$ cat src/rtl/deque_with_search_defines.svh
// Assertion macros used by the deque top level.
`ifndef DEQUE_WITH_SEARCH_DEFINES_SVH
`define DEQUE_WITH_SEARCH_DEFINES_SVH

// Same-cycle implication, disabled during reset.
`define DSQ_ASSERT_NOW(label, ante, cons, msg) \
   label: assert property (@(posedge clock) disable iff (reset) (ante) |-> (cons)) \
      else $error(msg);

// Next-cycle implication, disabled during reset.
`define DSQ_ASSERT_NEXT(label, ante, cons, msg) \
   label: assert property (@(posedge clock) disable iff (reset) (ante) |=> (cons)) \
      else $error(msg);

`endif

$ cat src/rtl/dsq_pkg.sv
// Request codes, status codes and state type of the deque.
package dsq_pkg;

   localparam int VALUE_W = 32;

   localparam logic [2:0] OP_PUSH_FRONT = 3'd0;
   localparam logic [2:0] OP_PUSH_BACK  = 3'd1;
   localparam logic [2:0] OP_POP_FRONT  = 3'd2;
   localparam logic [2:0] OP_POP_BACK   = 3'd3;
   localparam logic [2:0] OP_SEARCH_FWD = 3'd4;
   localparam logic [2:0] OP_SEARCH_BWD = 3'd5;

   localparam logic [1:0] ST_OK    = 2'd0;
   localparam logic [1:0] ST_EMPTY = 2'd1;
   localparam logic [1:0] ST_FULL  = 2'd2;

   typedef enum logic [2:0] {
      S_IDLE   = 3'b001,
      S_SEARCH = 3'b010,
      S_DONE   = 3'b100
   } state_type;

endpackage

$ cat src/rtl/dsq_ram.sv
// Generic single-write, single-read RAM with registered read data.
module dsq_ram #(
   parameter int WIDTH = 32,
   parameter int DEPTH = 64
) (
   input  logic                     clock,
   input  logic                     wr_en,
   input  logic [$clog2(DEPTH)-1:0] wr_addr,
   input  logic [WIDTH-1:0]         wr_data,
   input  logic                     rd_en,
   input  logic [$clog2(DEPTH)-1:0] rd_addr,
   output logic [WIDTH-1:0]         rd_data
);

   logic [WIDTH-1:0] mem [DEPTH];
   logic [WIDTH-1:0] rd_data_ff;

   always_ff @(posedge clock) begin
      if (wr_en) begin
         mem[wr_addr] <= wr_data;
      end
      // hold the last read word when no read is issued
      if (rd_en) begin
         rd_data_ff <= mem[rd_addr];
      end
   end

   assign rd_data = rd_data_ff;

endmodule

$ cat src/rtl/deque_with_search.sv
// Deque top level: ring store in one RAM, front/tail pointers, search sequencer.
//
// A bounded double-ended queue of signed 32-bit values held in a ring of DEPTH RAM
// entries. One request is taken at a time; req_ready is high while no request is in
// work. A push or pop goes to S_DONE, then into the output register; S_DONE waits
// while an earlier result is not yet taken. A search reads one stored entry per
// cycle through the single RAM read port, walking from the front (code 4) or the
// back (code 5), and stops at the first match or after the last entry. Refused
// pushes (full) and pops (empty) leave the store alone and report status 2 or 1.
// Results sit in an output register, so the next request can enter while a result
// waits to be taken. The store needs no clearing after reset.
module deque_with_search #(
   parameter int DEPTH = 64
) (
   input  logic                            clock,
   input  logic                            reset,
   input  logic                            req_valid,
   output logic                            req_ready,
   input  logic [2:0]                      req_type,
   input  logic signed [dsq_pkg::VALUE_W-1:0] req_value,
   output logic                            rsp_valid,
   input  logic                            rsp_ready,
   output logic [1:0]                      rsp_status,
   output logic                            rsp_found,
   output logic signed [dsq_pkg::VALUE_W-1:0] rsp_removed_value,
   output logic [$clog2(DEPTH+1)-1:0]      rsp_item_count,
   output logic                            rsp_is_empty,
   output logic                            rsp_is_full
);

   import dsq_pkg::*;

   `include "deque_with_search_defines.svh"

   localparam int IW = $clog2(DEPTH);
   localparam int CW = $clog2(DEPTH + 1);

   function automatic logic [IW-1:0] slot_inc(input logic [IW-1:0] s);
      if (s == IW'(DEPTH - 1)) begin
         return '0;
      end
      return s + 1'b1;
   endfunction

   function automatic logic [IW-1:0] slot_dec(input logic [IW-1:0] s);
      if (s == '0) begin
         return IW'(DEPTH - 1);
      end
      return s - 1'b1;
   endfunction

   state_type           state_ff, state_in;
   logic [IW-1:0]       front_ff, front_in;
   logic [IW-1:0]       tail_ff, tail_in;
   logic [CW-1:0]       occ_ff, occ_in;
   logic [1:0]          status_ff, status_in;
   logic                found_ff, found_in;
   logic                pop_ok_ff, pop_ok_in;
   logic [VALUE_W-1:0]  key_ff, key_in;
   logic                dir_back_ff, dir_back_in;
   logic [IW-1:0]       scan_ff, scan_in;
   logic [CW-1:0]       left_ff, left_in;
   logic                rd_pend_ff, rd_pend_in;

   logic                rsp_valid_ff, rsp_valid_in;
   logic [1:0]          rsp_status_ff, rsp_status_in;
   logic                rsp_found_ff, rsp_found_in;
   logic [VALUE_W-1:0]  rsp_removed_ff, rsp_removed_in;
   logic [CW-1:0]       rsp_count_ff, rsp_count_in;
   logic                rsp_empty_ff, rsp_empty_in;
   logic                rsp_full_ff, rsp_full_in;

   logic                wr_en;
   logic [IW-1:0]       wr_addr;
   logic                rd_en;
   logic [IW-1:0]       rd_addr;
   logic [VALUE_W-1:0]  ram_rd_data;
   logic                match;
   logic                is_empty;
   logic                is_full;
   logic [IW:0]         ring_sum;
   logic [IW-1:0]       ring_chk;

   dsq_ram #(
      .WIDTH (VALUE_W),
      .DEPTH (DEPTH)
   ) u_store (
      .clock   (clock),
      .wr_en   (wr_en),
      .wr_addr (wr_addr),
      .wr_data (req_value),
      .rd_en   (rd_en),
      .rd_addr (rd_addr),
      .rd_data (ram_rd_data)
   );

   assign is_empty  = (occ_ff == '0);
   assign is_full   = (occ_ff == CW'(DEPTH));
   assign match     = (ram_rd_data == key_ff);
   assign req_ready = (state_ff == S_IDLE);

   always_comb begin
      state_in       = state_ff;
      front_in       = front_ff;
      tail_in        = tail_ff;
      occ_in         = occ_ff;
      status_in      = status_ff;
      found_in       = found_ff;
      pop_ok_in      = pop_ok_ff;
      key_in         = key_ff;
      dir_back_in    = dir_back_ff;
      scan_in        = scan_ff;
      left_in        = left_ff;
      rd_pend_in     = rd_pend_ff;
      rsp_valid_in   = rsp_valid_ff;
      rsp_status_in  = rsp_status_ff;
      rsp_found_in   = rsp_found_ff;
      rsp_removed_in = rsp_removed_ff;
      rsp_count_in   = rsp_count_ff;
      rsp_empty_in   = rsp_empty_ff;
      rsp_full_in    = rsp_full_ff;
      wr_en          = 1'b0;
      wr_addr        = front_ff;
      rd_en          = 1'b0;
      rd_addr        = scan_ff;

      if (rsp_valid_ff && rsp_ready) begin
         rsp_valid_in = 1'b0;
      end

      unique case (state_ff)
         S_IDLE: begin
            if (req_valid) begin
               status_in = ST_OK;
               found_in  = 1'b0;
               pop_ok_in = 1'b0;
               key_in    = req_value;
               state_in  = S_DONE;
               unique case (req_type) inside
                  OP_PUSH_FRONT: begin
                     if (is_full) begin
                        status_in = ST_FULL;
                     end else begin
                        wr_en    = 1'b1;
                        wr_addr  = slot_dec(front_ff);
                        front_in = slot_dec(front_ff);
                        occ_in   = occ_ff + 1'b1;
                     end
                  end
                  OP_PUSH_BACK: begin
                     if (is_full) begin
                        status_in = ST_FULL;
                     end else begin
                        wr_en   = 1'b1;
                        wr_addr = tail_ff;
                        tail_in = slot_inc(tail_ff);
                        occ_in  = occ_ff + 1'b1;
                     end
                  end
                  OP_POP_FRONT: begin
                     if (is_empty) begin
                        status_in = ST_EMPTY;
                     end else begin
                        rd_en     = 1'b1;
                        rd_addr   = front_ff;
                        front_in  = slot_inc(front_ff);
                        occ_in    = occ_ff - 1'b1;
                        pop_ok_in = 1'b1;
                     end
                  end
                  OP_POP_BACK: begin
                     if (is_empty) begin
                        status_in = ST_EMPTY;
                     end else begin
                        rd_en     = 1'b1;
                        rd_addr   = slot_dec(tail_ff);
                        tail_in   = slot_dec(tail_ff);
                        occ_in    = occ_ff - 1'b1;
                        pop_ok_in = 1'b1;
                     end
                  end
                  OP_SEARCH_FWD, OP_SEARCH_BWD: begin
                     // an empty queue answers not found at once
                     if (!is_empty) begin
                        state_in    = S_SEARCH;
                        dir_back_in = (req_type == OP_SEARCH_BWD);
                        scan_in     = (req_type == OP_SEARCH_BWD) ? slot_dec(tail_ff)
                                                                  : front_ff;
                        left_in     = occ_ff;
                        rd_pend_in  = 1'b0;
                     end
                  end
                  default: begin
                  end
               endcase
            end
         end
         S_SEARCH: begin
            // compare the word read last cycle; stop at a hit or after the last entry
            if (rd_pend_ff && (match || left_ff == '0)) begin
               found_in   = match;
               rd_pend_in = 1'b0;
               state_in   = S_DONE;
            end else if (left_ff != '0) begin
               rd_en      = 1'b1;
               rd_addr    = scan_ff;
               scan_in    = dir_back_ff ? slot_dec(scan_ff) : slot_inc(scan_ff);
               left_in    = left_ff - 1'b1;
               rd_pend_in = 1'b1;
            end else begin
               rd_pend_in = 1'b0;
            end
         end
         S_DONE: begin
            // pop data stays in the RAM read register until the next read
            if (!rsp_valid_ff || rsp_ready) begin
               rsp_valid_in   = 1'b1;
               rsp_status_in  = status_ff;
               rsp_found_in   = found_ff;
               rsp_removed_in = pop_ok_ff ? ram_rd_data : '0;
               rsp_count_in   = occ_ff;
               rsp_empty_in   = is_empty;
               rsp_full_in    = is_full;
               state_in       = S_IDLE;
            end
         end
         default: begin
            state_in = S_IDLE;
         end
      endcase
   end

   always_ff @(posedge clock) begin
      if (reset) begin
         state_ff     <= S_IDLE;
         front_ff     <= '0;
         tail_ff      <= '0;
         occ_ff       <= '0;
         rd_pend_ff   <= 1'b0;
         rsp_valid_ff <= 1'b0;
      end else begin
         state_ff     <= state_in;
         front_ff     <= front_in;
         tail_ff      <= tail_in;
         occ_ff       <= occ_in;
         rd_pend_ff   <= rd_pend_in;
         rsp_valid_ff <= rsp_valid_in;
      end
   end

   always_ff @(posedge clock) begin
      status_ff      <= status_in;
      found_ff       <= found_in;
      pop_ok_ff      <= pop_ok_in;
      key_ff         <= key_in;
      dir_back_ff    <= dir_back_in;
      scan_ff        <= scan_in;
      left_ff        <= left_in;
      rsp_status_ff  <= rsp_status_in;
      rsp_found_ff   <= rsp_found_in;
      rsp_removed_ff <= rsp_removed_in;
      rsp_count_ff   <= rsp_count_in;
      rsp_empty_ff   <= rsp_empty_in;
      rsp_full_ff    <= rsp_full_in;
   end

   assign rsp_valid         = rsp_valid_ff;
   assign rsp_status        = rsp_status_ff;
   assign rsp_found         = rsp_found_ff;
   assign rsp_removed_value = rsp_removed_ff;
   assign rsp_item_count    = rsp_count_ff;
   assign rsp_is_empty      = rsp_empty_ff;
   assign rsp_is_full       = rsp_full_ff;

   // tail must always sit occupancy slots past front, modulo the ring size
   assign ring_sum = (IW+1)'(front_ff) + (IW+1)'(occ_ff);
   assign ring_chk = (ring_sum >= (IW+1)'(DEPTH)) ? IW'(ring_sum - (IW+1)'(DEPTH))
                                                  : ring_sum[IW-1:0];

   `DSQ_ASSERT_NOW(a_occ_bound, 1'b1, occ_ff <= CW'(DEPTH), "occupancy above DEPTH")
   `DSQ_ASSERT_NOW(a_ring_consistent, 1'b1, tail_ff == ring_chk, "tail and front disagree")
   `DSQ_ASSERT_NEXT(a_one_at_a_time, req_valid && req_ready, !req_ready,
                    "second request taken while one is in work")
   `DSQ_ASSERT_NOW(a_no_found_empty, state_ff == S_DONE && is_empty, !found_ff,
                   "search on empty queue reported found")

endmodule
$ cat config.mk
export PLATFORM = sky130hd
export DESIGN_NAME = deque_with_search
export DESIGN_NICKNAME = d
export VERILOG_FILES = /design/src/rtl/dsq_pkg.sv /design/src/rtl/dsq_ram.sv /design/src/rtl/deque_with_search.sv
export VERILOG_INCLUDE_DIRS = /design/src /design/src/rtl
export SDC_FILE = /design/constraint.sdc
export NUM_CORES = 2
export LEC_CHECK = 0
export BUFFER_PORTS_ARGS = -buffer_cell sky130_fd_sc_hd__buf_4
export CAP_MARGIN = 20
export CORE_ASPECT_RATIO = 1.5
export CORE_MARGIN = 2
export CORE_UTILIZATION = 70
export CTS_BUF_LIST = sky130_fd_sc_hd__clkbuf_4 sky130_fd_sc_hd__clkbuf_8
export DETAILED_ROUTE_END_ITERATION = 10
export PLACE_DENSITY = 0.85
export SLEW_MARGIN = 10
export SYNTH_ARGS = -nofsm -noshare
export SYNTH_HDL_FRONTEND = slang
export SYNTH_SLANG_ARGS = --single-unit
$ cat constraint.sdc
create_clock -name clock -period 7.2 [get_ports clock]
set_clock_uncertainty 0.1 [all_clocks]
set_input_delay 1.08 -clock clock [delete_from_list [all_inputs] [get_ports clock]]
set_output_delay 1.08 -clock clock [all_outputs]
set_load 0.1 [all_outputs]
# Word-level counts from Yosys, hierarchy flattened

Memory sizes are Yosys's and may differ from the RTL's. A register that Yosys moved wholly into a read port is not among the register bits.
Index checks and enable logic that the tools add are counted.

Bitwise operators: 1
Add/subtract/negate cells: 9
Muxes and demuxes: 107
Reduce and logical (&&, ||, !) cells: 29
Eq/ne operators: 25

Operators with widths:

| cell                | number |
|---|---|
| $mux 6              | 31 |
| $pmux 6 s2          | 5 |
| $mux 1              | 51 |
| $mux 7              | 7 |
| $eq 32x32->1        | 1 |
| $pmux 7 s2          | 2 |
| $ne 2x2->1 const B  | 11 |
| $add 6x1->6 const B | 3 |
| $eq 6x6->1 const B  | 3 |
| $logic_not 6->1     | 3 |
| $sub 6x1->6 const B | 3 |
| $mux 3              | 5 |
| $logic_not 7->1     | 2 |
| $sub 7x1->7 const B | 2 |
| $reduce_and 4->1    | 3 |
| $reduce_and 5->1    | 2 |
| $eq 3x2->1 const B  | 3 |
| $eq 3x3->1 const B  | 3 |
| $pmux 3 s3          | 1 |
| $reduce_bool 2->1   | 4 |
| $add 7x1->7 const B | 1 |
| $eq 7x7->1 const B  | 1 |
| $reduce_bool 7->1   | 1 |
| $eq 3x1->1 const B  | 2 |
| other kinds (13)    | 21 |

Output and inout bits: 46
Register bits: 118
Word-level logic and storage cells: 191
RAM bits: 2048
Memories: 1

Memory list:

| memory      | depth | bits a word | rd ports | clocked after memory_dff | wr ports | line          | RTL |
|---|---|---|---|---|---|---|---|
| u_store.mem | 64    | 32          | 1        | 1                        | 1        | dsq_ram.sv:15 | `logic [WIDTH-1:0] mem [DEPTH];` |

# Logic depth before layout (Yosys ltp)

Depth in word-level cells: 12
Depth in mapped cells: 16
Depth with buffers taken out: 11

# Modules after synthesis

From an unflattened synthesis, not the netlist that was laid out.

Cell total of the unflattened synthesis: 4110
Area, all modules: 85659.7 um^2

Modules (own cells, without submodules):

| module            | times used | cells an instance | area each (um^2) |
|---|---|---|---|
| dsq_ram           | 1          | 3511              | 79359.9 |
| deque_with_search | 1          | 599               | 6299.8 |

# Worst setup path after synthesis

Ideal clock, no wire load.

Kind: in2reg
From: input req_valid
To: memory u_store.mem[34][0], enable pin
Path buffers: 2
Path slack: 2.426 ns
Cell stages on the path: 8
Arrival time: 4.252 ns
Setup time: 0.421 ns
Required time: 6.679 ns
Cells stage by stage: nand4bb_1 clkbuf_1 nor3_1 o21ai_0 a22o_1 or3_1 clkbuf_1 nor2_1

Longest elaborated chain between the ends: 4
Elaborated cells between the ends (all ways): 6
Those cells by class: mux: 6

RTL lines:

| what                         | line                     | RTL |
|---|---|---|
| start: declaration           | deque_with_search.sv:17  | `input logic req_valid,` |
| $mux 1                       | deque_with_search.sv:133 | `if (req_valid) begin` |
| $mux 1                       | deque_with_search.sv:131 | `unique case (state_ff)` |
| $mux 1                       | dsq_ram.sv:19            | `if (wr_en) begin` |
| $mux 1 (implied by the code) | dsq_ram.sv:20            | `mem[wr_addr] <= wr_data;` |
| end: declaration             | dsq_ram.sv:15            |  |

Several ways; a longest one is shown, not always the timed one.

# Worst setup path after layout

From: register state_ff[2]
To: register u_store.rd_data_ff[19] (netlist: u_store.rd_data[19]), read port of u_store.mem (data pin)

Longest elaborated chain between the ends: 2
Elaborated cells between the ends (all ways): 4
Those cells by class: eq/ne: 2; mux: 2

RTL lines:

| what                                     | line                     | RTL |
|---|---|---|
| start: declaration                       | deque_with_search.sv:52  | `state_type state_ff, state_in;` |
| start signal: assignment                 | deque_with_search.sv:242 | `state_ff <= state_in;` |
| $eq 3x2->1 or $eq 3x1->1 (tied branches) | deque_with_search.sv:131 |  |
| $pmux 1 s2 or $mux 6 (tied branches)     | --                       |  |
| end: declaration                         | dsq_ram.sv:16            | `logic [WIDTH-1:0] rd_data_ff;` |

Several ways; a longest one is shown, not always the timed one.
A chain may end at the register's enable or synchronous reset.

==> flow_summary.yaml <==
sta:
  setup_violations: 0
  max_freq_mhz: 174
  drv_slew: 1
  timing.final.crit_share: 0.798
  worst_slack_ns: 1.45
  final_hold_viol_count: 0
  period_needed_ns: 5.75
  rsz0062_at_grt: "false"
  worst_slew_pin_slew_ns: 1.52
  tns_ns: 0
  whs_ns: 0.329
  slew_headroom: -0.0137
critical_path:
  crit_fanout: 95
  slowest_stage: "nand4_1"
  path_depth: 10
  max_stage_delay_ns: 0.92
  critical_path.top_delay_family: "compound AO/OA/AOI/OAI gates"
  arrival_ns: 6.43
  path_cells: "or3b_1 -> a211oi_4 -> mux2_8 -> buf_12 -> nand2_1 -> and3_1 -> a311oi_1 -> o21ai_0 -> nand4_1 -> a31o_1"
  worstSetupPathType: "reg -> reg"
  start_kind: "register"
  crit_path_end_kind: "register"
  cp.required_ns: 7.88
  ff2ff_path_depth: 10
  timing.critical_path.buf_inv: 1
synthesis:
  syn_avg_cell_area_um2: 13.6
  ys_warn_count: 0
  yosys.area.top_type_share: 0.744
  synthCells: 6436
  synth_top_area_cell: "edfxtp_1"
  yosysSeqAreaShare: 0.749
  ys_types: 83
  syn_nets: 6491
  ys_ff_latch: 2198
  async_flop_share: 0
  synth-main-ff-cell: "edfxtp_1"
  syn_area_mm2: 0.0878
  synth_enable_flop_cells: 2174
  synth_area_leaders: "edfxtp_1 74%, nand2_1 7.6%, nand3_1 3.5%"
final_layout:
  fin_util: 0.776
  num-fill-cells: 6239
  fin_cells: 8455
  mostFrequentLayoutCell: "edfxtp_1"
  nNetsFinal: 6690
  drive_gt1_frac: 0.132
  finish.instance_area_mm2: 0.0968
  final_cell_mix: "2174 x edfxtp_1, 1775 x nand2_1, 607 x nand3_1, 322 x clkbuf_8, 256 x buf_4"
  area_growth_syn_to_layout_pct: 10.3
cts:
  numClockSinks: 2198
  cts_buffer_depth: 4
  insertion_delay_ns: 1.04
  cts_setup_buffers: 0
  cts_tree: "yes"
  cts_hold_buffers: 0
  clockRootBuffer: "clkbuf_8"
  clkTransAtPathRegs_ns: 0.07
  cts_buffers: 309
  cts.repair.resized: 0
  h-tree-depth: 5
pwr:
  seq_power_share: 0.534
  peakVddDrop_uv: 191
  pwr-share-clk: 0.351
  p_per_area_mw_per_mm2: 275
  internal-power_mw: 19.8
  p_comb_frac: 0.114
  switching_share: 0.256
  leakage_nw: 33.1
  switchingPower_mw: 6.81
  totalPowerFinal_mw: 26.6
status:
  violations: "capacitance limit, slew limit"
  status: "complete, but fails checks"
global_routing:
  top_usage_layer: "met2"
  grt_pass1_wl_mm: 381
  grt_max_degree: 142
  use_met2: 0.626
  grt_pass1_vias: 59400
  grtUsageMet1: 0.485
  antenna_found_initial: 23
  met3_usage: 0.145
  track_usage: 0.417
  grt_overflow: 0
drt:
  vias: 60600
  wire_per_inst_um: 31.8
  drt-pass1-iter-count: 10
  drc_errors: 0
  via_per_inst: 7.17
  drtAntennaViolNets: 0
  drt_iter0_markers: 11700
  totalWireLength_mm: 269
floorplanning:
  chipHeight_um: 438
  die_x_um: 293
  rows: 159
  initial_core_util: 0.704
  die-area_mm2: 0.128
  io_pins: 85
  core-area_mm2: 0.125
placed_design:
  dp_cells: 7931
  io_buffers: 84
  place.gp.congestion: 1.00
  place_area_mm2: 0.0911
  pre_cts_slack_ns: 1.32
  hpwl_mm: 154
job:
  cap_violations: 1
worst_hold_path:
  hold_path_class: "in -> reg"
  hold_depth: 2
-- layer usage --
layer	wire length, um	vias to the layer above
li1	-	24300
met1	78300	28700
met2	120000	6199
met3	44000	1416
met4	26000	20
met5	312	-
-- final cells by class --
cell class              count  area, um^2  area share
inverters                  19        71.3    0.000736
clock inverters            89         532     0.00549
multi-input cells        3822       20800       0.215
diodes                     11        27.5    0.000284
well taps                1610        2010      0.0208
repair buffers            285        2470      0.0255
flip-flops and latches   2198       65800       0.679
clock buffers             421        5170      0.0534
-- power by group through the flow --
stage                     Combinational, mW  Sequential, mW  Clock (mW)
after floorplan                        1.60            14.5           0
after global placement                 2.73            14.5           0
after detailed placement               2.83            14.5           0
after CTS                              2.86            14.2        9.27
after global routing                   3.11            14.2        9.76
final                                  3.04            14.2        9.34
-- cell usage after synthesis (7+ instances only) --
library cell / count
buf_4: 20
nand3_1: 607
a211o_1: 9
xor2_1: 38
o31ai_1: 11
and3_1: 177
buf_1: 36
nor2_1: 176
nor3_1: 50
o211ai_1: 12
nand3b_1: 9
o21ai_0: 91
a22oi_1: 27
o22ai_1: 27
nand4_1: 27
a221oi_1: 12
inv_1: 19
a31oi_1: 107
o2111ai_1: 13
nand2_1: 1776
clkbuf_1: 128
or4_1: 8
or3_1: 9
a41oi_1: 9
buf_2: 210
a32o_1: 7
and2_1: 37
nor4_1: 16
a22o_1: 7
ha_1: 15
mux2i_1: 71
a21oi_1: 184
dfxtp_1: 24
mux4_2: 59
a211oi_1: 20
o41ai_1: 11
edfxtp_1: 2174
a311oi_1: 96
xnor2_1: 9
-- flip-flops by register name (all words and copies together) (netlist names) --
signal / count
status_ff: 2
found_ff: 1
rsp_status: 2
u_store.mem: 2048
rsp_removed_value: 32
pop_ok_ff: 1
rd_pend_ff: 1
left_ff: 7
front_ff: 6
tail_ff: 6
scan_ff: 6
rsp_is_full: 1
state_ff: 3
u_store.rd_data: 32
key_ff: 32
rsp_item_count: 7
rsp_is_empty: 1
dir_back_ff: 1
rsp_found: 1
rsp_valid: 1
occ_ff: 7
-- worst register-to-register path: stages (launching register included) --
cell and delay [ns]:
dfxtp_1 0.35, or3b_1 0.53, a211oi_4 0.78, mux2_8 0.75
buf_12 0.45, nand2_1 0.21, and3_1 0.18, a311oi_1 0.05
o21ai_0 0.70, nand4_1 0.92, a31o_1 0.48
-- logic make-up (layout without fill, tap and decap cells) --
group,count (synthesis),count (layout),synth area share
flip-flops,2198,2198,0.749
other,0,11,0
AND/OR/NAND/NOR,2919,2919,0.144
multiplexers,133,133,0.0237
XOR/XNOR,47,47,0.00469
AO/OA/AOI/OAI,707,707,0.0545
buffers and inverters,416,814,0.0219
adder cells (fa/ha/maj),16,16,0.00237
-- worst paths after layout --
kind                                                from                       endpoint  slack (ns)
worst max-delay path            state_ff[2]$_SDFFE_PP0P_  u_store.rd_data[19]$_DFFE_PP_        1.45
worst min-delay path                               reset       state_ff[1]$_SDFFE_PP0P_        0.33
worst max register to register  state_ff[2]$_SDFFE_PP0P_  u_store.rd_data[19]$_DFFE_PP_        1.45
worst min register to register    found_ff$_SDFFCE_PN0P_            rsp_found$_DFFE_PP_        0.33
Power figures use the tool's default switching activity.
